### config.mk
export PLATFORM = sky130hd
export DESIGN_NAME = priority_scheduler_with_aging
export DESIGN_NICKNAME = d
export VERILOG_FILES = /design/src/rtl/psa_pkg.sv /design/src/rtl/priority_scheduler_with_aging.sv /design/src/rtl/psa_ram.sv
export SDC_FILE = /design/constraint.sdc
export NUM_CORES = 2
export LEC_CHECK = 0
export CELL_PAD_IN_SITES_DETAIL_PLACEMENT = 2
export CELL_PAD_IN_SITES_GLOBAL_PLACEMENT = 2
export CORE_AREA = 4 4 381 383
export CTS_CLUSTER_DIAMETER = 50
export CTS_CLUSTER_SIZE = 28
export DETAILED_ROUTE_END_ITERATION = 10
export DIE_AREA = 0 0 385 387
export DONT_BUFFER_PORTS = 1
export GPL_TIMING_DRIVEN = 0
export PLACE_DENSITY = 0.76
export REMOVE_ABC_BUFFERS = 1
export SLEW_MARGIN = 20
export SYNTH_ARGS = -nofsm -noshare
export SYNTH_HDL_FRONTEND = slang
export SYNTH_SLANG_ARGS = --single-unit
### constraint.sdc
create_clock -name clk -period 12.7 [get_ports clk]
set_clock_uncertainty 0.1 [all_clocks]
set_input_delay 2.54 -clock clk [delete_from_list [all_inputs] [get_ports clk]]
set_output_delay 2.54 -clock clk [all_outputs]
set_load 0.1 [all_outputs]
### src/rtl/psa_pkg.sv
// ----------------------------------------------------------------------------
// psa_pkg
// Types and constants shared by the priority scheduler and its checker.
// ----------------------------------------------------------------------------
`timescale 1ns / 1ps

package psa_pkg;

    localparam int MAX_ENTRIES = 16;
    localparam int IDX_W       = $clog2(MAX_ENTRIES);
    localparam int CNT_W       = 5;
    localparam int THR_W       = 4;
    localparam int WAIT_W      = 4;
    localparam int ID_W        = 8;
    localparam int TIME_W      = 16;
    localparam int PRIO_W      = 8;
    localparam int WAITING_W   = 17;
    localparam int IN_W        = 56;
    localparam int OUT_W       = 80;
    localparam int APB_AW      = 3;
    localparam int APB_DW      = 32;

    localparam logic [CNT_W-1:0]         FIN_MAX   = 5'd31;
    localparam logic [THR_W-1:0]         THR_RESET = 4'd3;
    localparam logic signed [PRIO_W-1:0] PRIO_MIN  = 8'sh80;

    localparam logic CMD_LOAD = 1'b0;
    localparam logic CMD_TICK = 1'b1;

    localparam logic REG_PROC_COUNT = 1'b0;
    localparam logic REG_AGING      = 1'b1;

    typedef enum logic [2:0] {
        ST_IDLE  = 3'b001,
        ST_EVAL  = 3'b010,
        ST_FINAL = 3'b100
    } state_t;

    typedef struct packed {
        logic [ID_W-1:0]          ident;
        logic [TIME_W-1:0]        arrival;
        logic [TIME_W-1:0]        burst;
        logic [TIME_W-1:0]        remaining;
        logic signed [PRIO_W-1:0] prio;
        logic [WAIT_W-1:0]        wait_cnt;
    } entry_t;

    localparam int ENTRY_W = $bits(entry_t);

    typedef struct packed {
        logic [3:0]                  pad;
        logic signed [PRIO_W-1:0]    priority_req;
        logic [TIME_W-1:0]           burst;
        logic [TIME_W-1:0]           arrival;
        logic [ID_W-1:0]             proc_id;
        logic [IDX_W-1:0]            slot;
    } in_t;

    typedef struct packed {
        logic [3:0]                  pad;
        logic                        all_done;
        logic signed [WAITING_W-1:0] waiting;
        logic [TIME_W-1:0]           turnaround;
        logic [TIME_W-1:0]           completion_time;
        logic                        finished;
        logic [ID_W-1:0]             run_id;
        logic                        scheduled;
        logic [TIME_W-1:0]           tick_time;
    } out_t;

endpackage

### src/rtl/priority_scheduler_with_aging.sv
// ----------------------------------------------------------------------------
// priority_scheduler_with_aging
// A load transaction (tuser 0) writes one table entry. A tick transaction
// (tuser 1) reads the table RAM one entry per cycle for the first
// min(proc_count, 16) entries; each entry passes through one shared
// eligibility, priority-compare and aging unit, then a closing state (FINAL)
// updates the chosen entry and loads the result register. The closing state
// waits while an earlier result is still held in the output register. The
// table contents are undefined until loaded.
// ----------------------------------------------------------------------------
`timescale 1ns / 1ps

module priority_scheduler_with_aging (
    input  logic                       clk,
    input  logic                       rst_n,
    input  logic                       s_tvalid,
    output logic                       s_tready,
    // slot[3:0], proc_id[11:4], arrival[27:12], burst[43:28], priority_req[51:44]
    input  logic [psa_pkg::IN_W-1:0]   s_tdata,
    // cmd[0]
    input  logic [0:0]                 s_tuser,
    output logic                       m_tvalid,
    input  logic                       m_tready,
    // tick_time[15:0], scheduled[16], run_id[24:17], finished[25],
    // completion_time[41:26], turnaround[57:42], waiting[74:58], all_done[75]
    output logic [psa_pkg::OUT_W-1:0]  m_tdata,
    input  logic                       psel,
    input  logic                       penable,
    input  logic                       pwrite,
    input  logic [psa_pkg::APB_AW-1:0] paddr,
    input  logic [psa_pkg::APB_DW-1:0] pwdata,
    output logic [psa_pkg::APB_DW-1:0] prdata,
    output logic                       pready
);

    psa_pkg::state_t                   state_reg, state_next;
    logic [psa_pkg::IDX_W-1:0]         idx_reg, idx_next;
    logic [psa_pkg::CNT_W-1:0]         proc_count_reg, proc_count_next;
    logic [psa_pkg::THR_W-1:0]         aging_reg, aging_next;
    logic [psa_pkg::CNT_W-1:0]         fin_count_reg, fin_count_next;
    logic [psa_pkg::TIME_W-1:0]        tick_reg, tick_next;
    logic [psa_pkg::TIME_W-1:0]        ct_reg, ct_next;
    logic                              sel_valid_reg, sel_valid_next;
    logic signed [psa_pkg::PRIO_W-1:0] best_reg, best_next;
    psa_pkg::entry_t                   cand_reg, cand_next;
    logic [psa_pkg::IDX_W-1:0]         cand_idx_reg, cand_idx_next;
    logic [psa_pkg::TIME_W-1:0]        cand_tat_reg, cand_tat_next;
    logic                              out_valid_reg, out_valid_next;
    psa_pkg::out_t                     out_reg, out_next;

    psa_pkg::in_t                      in_item;
    psa_pkg::entry_t                   rd_entry;
    psa_pkg::entry_t                   aged;
    psa_pkg::entry_t                   load_entry;
    logic [psa_pkg::ENTRY_W-1:0]       ram_rdata;
    logic [psa_pkg::ENTRY_W-1:0]       ram_wdata;
    logic [psa_pkg::IDX_W-1:0]         ram_waddr;
    logic [psa_pkg::IDX_W-1:0]         ram_raddr;
    logic                              ram_we;

    logic                              in_fire;
    logic                              cfg_wr;
    logic [psa_pkg::CNT_W-1:0]         limit;
    logic [psa_pkg::CNT_W-1:0]         last_idx;
    logic                              eligible;
    logic                              better;
    logic [psa_pkg::WAIT_W-1:0]        wait_inc;
    logic                              age_now;
    logic                              out_free;
    logic                              fin;

    assign in_item  = psa_pkg::in_t'(s_tdata);
    assign rd_entry = psa_pkg::entry_t'(ram_rdata);
    assign s_tready = (state_reg == psa_pkg::ST_IDLE);
    assign in_fire  = s_tvalid && s_tready;
    assign cfg_wr   = psel && penable && pwrite && pready;
    assign pready   = 1'b1;
    assign m_tvalid = out_valid_reg;
    assign m_tdata  = out_reg;
    assign out_free = !out_valid_reg || m_tready;

    assign limit    = (proc_count_reg > psa_pkg::CNT_W'(psa_pkg::MAX_ENTRIES))
                    ? psa_pkg::CNT_W'(psa_pkg::MAX_ENTRIES) : proc_count_reg;
    assign last_idx = limit - psa_pkg::CNT_W'(1);

    assign ram_raddr = (state_reg == psa_pkg::ST_EVAL)
                     ? idx_reg + psa_pkg::IDX_W'(1) : '0;

    always_comb
    begin
        if (paddr[2] == psa_pkg::REG_AGING)
        begin
            prdata = {{(psa_pkg::APB_DW - psa_pkg::THR_W){1'b0}}, aging_reg};
        end
        else
        begin
            prdata = {{(psa_pkg::APB_DW - psa_pkg::CNT_W){1'b0}}, proc_count_reg};
        end
    end

    always_comb
    begin
        load_entry.ident     = in_item.proc_id;
        load_entry.arrival   = in_item.arrival;
        load_entry.burst     = in_item.burst;
        load_entry.remaining = in_item.burst;
        load_entry.prio      = in_item.priority_req;
        load_entry.wait_cnt  = '0;
    end

    // shared eligibility, compare and aging unit
    always_comb
    begin
        eligible = (rd_entry.arrival <= tick_reg) && (rd_entry.remaining != '0);
        better   = !sel_valid_reg || (rd_entry.prio < best_reg);
        wait_inc = rd_entry.wait_cnt + psa_pkg::WAIT_W'(1);
        age_now  = (wait_inc >= aging_reg);
        aged     = rd_entry;
        if (eligible)
        begin
            aged.wait_cnt = age_now ? '0 : wait_inc;
            if (age_now && (rd_entry.prio != psa_pkg::PRIO_MIN))
            begin
                aged.prio = rd_entry.prio - psa_pkg::PRIO_W'(1);
            end
        end
    end

    always_comb
    begin
        state_next      = state_reg;
        idx_next        = idx_reg;
        proc_count_next = proc_count_reg;
        aging_next      = aging_reg;
        fin_count_next  = fin_count_reg;
        tick_next       = tick_reg;
        ct_next         = ct_reg;
        sel_valid_next  = sel_valid_reg;
        best_next       = best_reg;
        cand_next       = cand_reg;
        cand_idx_next   = cand_idx_reg;
        cand_tat_next   = cand_tat_reg;
        out_valid_next  = out_valid_reg;
        out_next        = out_reg;
        ram_we          = 1'b0;
        ram_waddr       = idx_reg;
        ram_wdata       = aged;
        fin             = 1'b0;

        if (cfg_wr)
        begin
            if (paddr[2] == psa_pkg::REG_AGING)
            begin
                aging_next = pwdata[psa_pkg::THR_W-1:0];
            end
            else
            begin
                proc_count_next = pwdata[psa_pkg::CNT_W-1:0];
            end
        end

        if (out_valid_reg && m_tready)
        begin
            out_valid_next = 1'b0;
        end

        case (state_reg)
            psa_pkg::ST_IDLE:
            begin
                if (in_fire)
                begin
                    if (s_tuser[0] == psa_pkg::CMD_LOAD)
                    begin
                        ram_we    = 1'b1;
                        ram_waddr = in_item.slot;
                        ram_wdata = load_entry;
                    end
                    else
                    begin
                        idx_next       = '0;
                        sel_valid_next = 1'b0;
                        ct_next        = tick_reg + psa_pkg::TIME_W'(1);
                        state_next     = (limit == '0) ? psa_pkg::ST_FINAL
                                                       : psa_pkg::ST_EVAL;
                    end
                end
            end
            psa_pkg::ST_EVAL:
            begin
                ram_we    = eligible;
                ram_waddr = idx_reg;
                ram_wdata = aged;
                if (eligible && better)
                begin
                    sel_valid_next = 1'b1;
                    best_next      = rd_entry.prio;
                    cand_next      = aged;
                    cand_idx_next  = idx_reg;
                    cand_tat_next  = ct_reg - rd_entry.arrival;
                end
                if ({1'b0, idx_reg} == last_idx)
                begin
                    state_next = psa_pkg::ST_FINAL;
                end
                else
                begin
                    idx_next = idx_reg + psa_pkg::IDX_W'(1);
                end
            end
            psa_pkg::ST_FINAL:
            begin
                if (out_free)
                begin
                    fin       = sel_valid_reg && (cand_reg.remaining == psa_pkg::TIME_W'(1));
                    ram_we    = sel_valid_reg;
                    ram_waddr = cand_idx_reg;
                    ram_wdata = cand_reg;
                    ram_wdata[psa_pkg::WAIT_W + psa_pkg::PRIO_W +: psa_pkg::TIME_W] =
                        cand_reg.remaining - psa_pkg::TIME_W'(1);
                    if (fin && (fin_count_reg != psa_pkg::FIN_MAX))
                    begin
                        fin_count_next = fin_count_reg + psa_pkg::CNT_W'(1);
                    end
                    out_next.pad             = '0;
                    out_next.tick_time       = tick_reg;
                    out_next.scheduled       = sel_valid_reg;
                    out_next.run_id          = sel_valid_reg ? cand_reg.ident : '0;
                    out_next.finished        = fin;
                    out_next.completion_time = fin ? ct_reg : '0;
                    out_next.turnaround      = fin ? cand_tat_reg : '0;
                    out_next.waiting         = fin
                        ? psa_pkg::WAITING_W'({1'b0, cand_tat_reg} - {1'b0, cand_reg.burst})
                        : '0;
                    out_next.all_done        = (fin_count_next == proc_count_reg);
                    out_valid_next           = 1'b1;
                    tick_next                = ct_reg;
                    state_next               = psa_pkg::ST_IDLE;
                end
            end
            default:
            begin
                state_next = psa_pkg::ST_IDLE;
            end
        endcase
    end

    always_ff @(posedge clk or negedge rst_n)
    begin
        if (!rst_n)
        begin
            state_reg      <= psa_pkg::ST_IDLE;
            idx_reg        <= '0;
            proc_count_reg <= '0;
            aging_reg      <= psa_pkg::THR_RESET;
            fin_count_reg  <= '0;
            tick_reg       <= '0;
            sel_valid_reg  <= 1'b0;
            out_valid_reg  <= 1'b0;
        end
        else
        begin
            state_reg      <= state_next;
            idx_reg        <= idx_next;
            proc_count_reg <= proc_count_next;
            aging_reg      <= aging_next;
            fin_count_reg  <= fin_count_next;
            tick_reg       <= tick_next;
            sel_valid_reg  <= sel_valid_next;
            out_valid_reg  <= out_valid_next;
        end
    end

    always_ff @(posedge clk)
    begin
        ct_reg       <= ct_next;
        best_reg     <= best_next;
        cand_reg     <= cand_next;
        cand_idx_reg <= cand_idx_next;
        cand_tat_reg <= cand_tat_next;
        out_reg      <= out_next;
    end

    psa_ram #(
        .WIDTH (psa_pkg::ENTRY_W),
        .DEPTH (psa_pkg::MAX_ENTRIES)
    ) u_table (
        .clk   (clk),
        .we    (ram_we),
        .waddr (ram_waddr),
        .wdata (ram_wdata),
        .raddr (ram_raddr),
        .rdata (ram_rdata)
    );

endmodule

### src/rtl/psa_ram.sv
// ----------------------------------------------------------------------------
// psa_ram
// Generic single-write, single-read RAM with registered read data.
// ----------------------------------------------------------------------------
`timescale 1ns / 1ps

module psa_ram #(
    parameter int WIDTH = 8,
    parameter int DEPTH = 16
) (
    input  logic                     clk,
    input  logic                     we,
    input  logic [$clog2(DEPTH)-1:0] waddr,
    input  logic [WIDTH-1:0]         wdata,
    input  logic [$clog2(DEPTH)-1:0] raddr,
    output logic [WIDTH-1:0]         rdata
);

    logic [WIDTH-1:0] mem [DEPTH];

    always_ff @(posedge clk)
    begin
        if (we)
        begin
            mem[waddr] <= wdata;
        end
        rdata <= mem[raddr];
    end

endmodule

==> flow_summary.yaml <==
finish:
  final_nets: 4332
  largest_register: "u_table.mem"
  syn_to_final_growth_pct: 16.3
  largest_reg_flops: 1088
  final_cell_mix: "edfxtp_1, nand2_1, a211oi_1"
  final_cells: 6176
  fin_util_pct: 46.4
  drive_above_1_share_pct: 12.7
  final_common_cell: "edfxtp_1"
  fin_area_sq_um: 65600
logic_synthesis:
  synth_area_sq_um: 56400
  synth-compound-area-share_pct: 12.1
  muxShareOfSynthArea_pct: 0.446
  yosys.cell_types.count: 67
  synth_top_family_by_area: "compound AO/OA/AOI/OAI gates"
  async_flop_share_pct: 2.82
  synth_xor_area_share_pct: 1.15
  synthAdderAreaFrac_pct: 1.58
  avgSynthCellArea_sq_um: 13.9
  synth_edf_count: 1276
  synth-simple-area-share_pct: 9.36
  synthFlopType: "edfxtp_1"
  seq_area_frac_synth_pct: 72.1
  ys_ff_latch: 1383
  syn_inst: 4047
  yosysWarningCount: 0
sta:
  min_period_ns: 7.10
  worstMarginPinSlew_ns: 1.31
  holdWs_ns: 0.332
  fin_ws_ns: 5.60
  post-route-period-util_pct: 55.9
  maxSlewViolCount: 0
  finalHoldViolCount: 0
  fin_tns_setup_ns: 0
  fmax_mhz: 141
  slew_headroom_pct: 11.9
  finalSetupViolations: 0
  rsz0062_at_grt: "no"
floorplan:
  die_area_sq_um: 149000
  die_height_microns: 387
  die_x_microns: 385
  fp-row-count: 138
  core_area_sq_um: 141000
  initial_core_util_pct: 39.9
  io_pins: 214
clock_tree:
  cts_tree: "built"
  root_buffer: "clkbuf_16"
  clk_path_buf_depth: 3
  cts_buffers: 136
  ctsResizeCount: 0
  clkTransAtPathRegs_ns: 0.07
  clkSinkCount: 1383
  postCtsSetupBuffers: 0
  clk_latency_ns: 0.82
  cts_hold_buf: 0
  htree_num_levels: 4
detailed_routing:
  vias: 38200
  dr.pass1.iters: 9
  wl_per_cell_microns: 34.6
  drc_errors: 0
  avgViaCountPerCell: 6.19
  ant_nets: 0
  drt-initial-drc-count: 4519
  finalWirelength_microns: 214000
critical_path:
  critPathLaunchType: "input pin"
  crit_top_cell: "buf_6"
  crit_slowest_cell: "nor4_4"
  critPathKind: "in2reg"
  worstPathArrival_ns: 7.46
  worst-path-buf-inv: 6
  cp.required_ns: 13.06
  cp_cell_sequence: "nor2b_1 -> nor3b_1 -> a21oi_1 -> or3_4 -> buf_16 -> a222oi_1 -> nand2_1 -> nor4_4 -> buf_4 -> buf_6 -> buf_6 -> buf_6 -> buf_4"
  cpPeakStageDelay_ns: 0.91
  worstPathMaxFanout: 39
  path_delay_family: "simple AND/OR/NAND/NOR gates"
  end_kind: "flip-flop"
place:
  dp_cells: 5915
  post-place-ws_ns: 4.98
  dp_hpwl_microns: 131000
  gp_congestion: 0.731
  placed_area_sq_um: 60900
  port_buffers: 0
power_and_ir_drop:
  vdd_drop_max_uv: 150
  finalPower_mw: 11.0
  p_leak_nw: 22.0
  pwr_density_cell_nw_per_um2: 168
global_route:
  grt_usage_pct: 27.5
  grt_pass1_vias: 41600
  grt_start_max_net_pins: 88
  overflow: 0
  grt_pass1_wl_microns: 300000
  grt_antenna_before_repair: 12
run_status:
  status: "finished clean"
run:
  max-cap-violations: 0
worst_hold_path:
  min_path_type: "reg2reg"
## final timing paths
check | start | endpoint | slack, ns | depth (start not counted)
worst min-delay path | u_table.rdata[66]$_DFF_P_ | cand_reg[66]$_DFFE_PP_ | 0.33 | 0
min in group asynchronous | rst_n | tick_reg[3]$_DFFE_PN0P_ | 1.33 | 0
worst max register to register | tick_reg[7]$_DFFE_PN0P_ | u_table.mem[12][57]$_DFFE_PP_ | 6.38 | 16
max in group asynchronous | rst_n | aging_reg[0]$_DFFE_PN1P_ | 10.90 | 0
worst min register to register | u_table.rdata[66]$_DFF_P_ | cand_reg[66]$_DFFE_PP_ | 0.33 | 0
worst max-delay path | s_tvalid | u_table.mem[8][43]$_DFFE_PP_ | 5.60 | 13
## report_power, final
group	internal [mW]	switching (mW)	total (mW)	leakage (nW)
Sequential	5.31	0.159	5.47	12.5
Combinational	0.320	0.901	1.22	7.25
Clock	2.30	2.00	4.30	2.22
## cell families after synthesis
family	Yosys count
AO/OA/AOI/OAI	958
buffers and inverters	427
flip-flops	1383
AND/OR/NAND/NOR	1110
other	2
multiplexers	23
XOR/XNOR	74
adder cells (fa/ha/maj)	70
## routing by layer
metal | global-route usage, % | routed length (microns)
met1 | 34.4 | 83000
met2 | 47.1 | 108000
met3 | 4.82 | 14900
met4 | 11.0 | 8330
met5 | 0 | 41
## cell type report
cell class | count | area [sq um]
repair buffers | 246 | 3190
clock buffers | 164 | 3700
inverters | 129 | 499
fillers | 13300 | 75900
well taps | 1890 | 2360
flip-flops and latches | 1383 | 40700
clock inverters | 89 | 891
diodes | 8 | 20.0
multi-input cells | 2267 | 14200
## cell usage after synthesis, drive strengths merged, types with 16 or more instances
| cell type | number | area, sq um |
|---|---|---|
| mux2 | 17 | 191 |
| a22oi | 16 | 120 |
| dfrtp | 36 | 901 |
| nand2 | 615 | 2310 |
| ha | 68 | 851 |
| xor2 | 23 | 201 |
| a21o | 20 | 150 |
| nand3 | 24 | 125 |
| clkbuf | 191 | 717 |
| buf | 107 | 596 |
| nor2 | 53 | 206 |
| dfxtp | 68 | 1360 |
| inv | 129 | 484 |
| and2 | 316 | 1980 |
| a311oi | 137 | 1200 |
| o21ai | 44 | 220 |
| a21oi | 164 | 832 |
| a211oi | 345 | 2590 |
| edfxtp | 1276 | 38300 |
| a222oi | 44 | 440 |
| nor3 | 36 | 190 |
| xnor2 | 51 | 447 |
| a31oi | 142 | 888 |
Note: power is estimated with default switching activity, not from simulation.
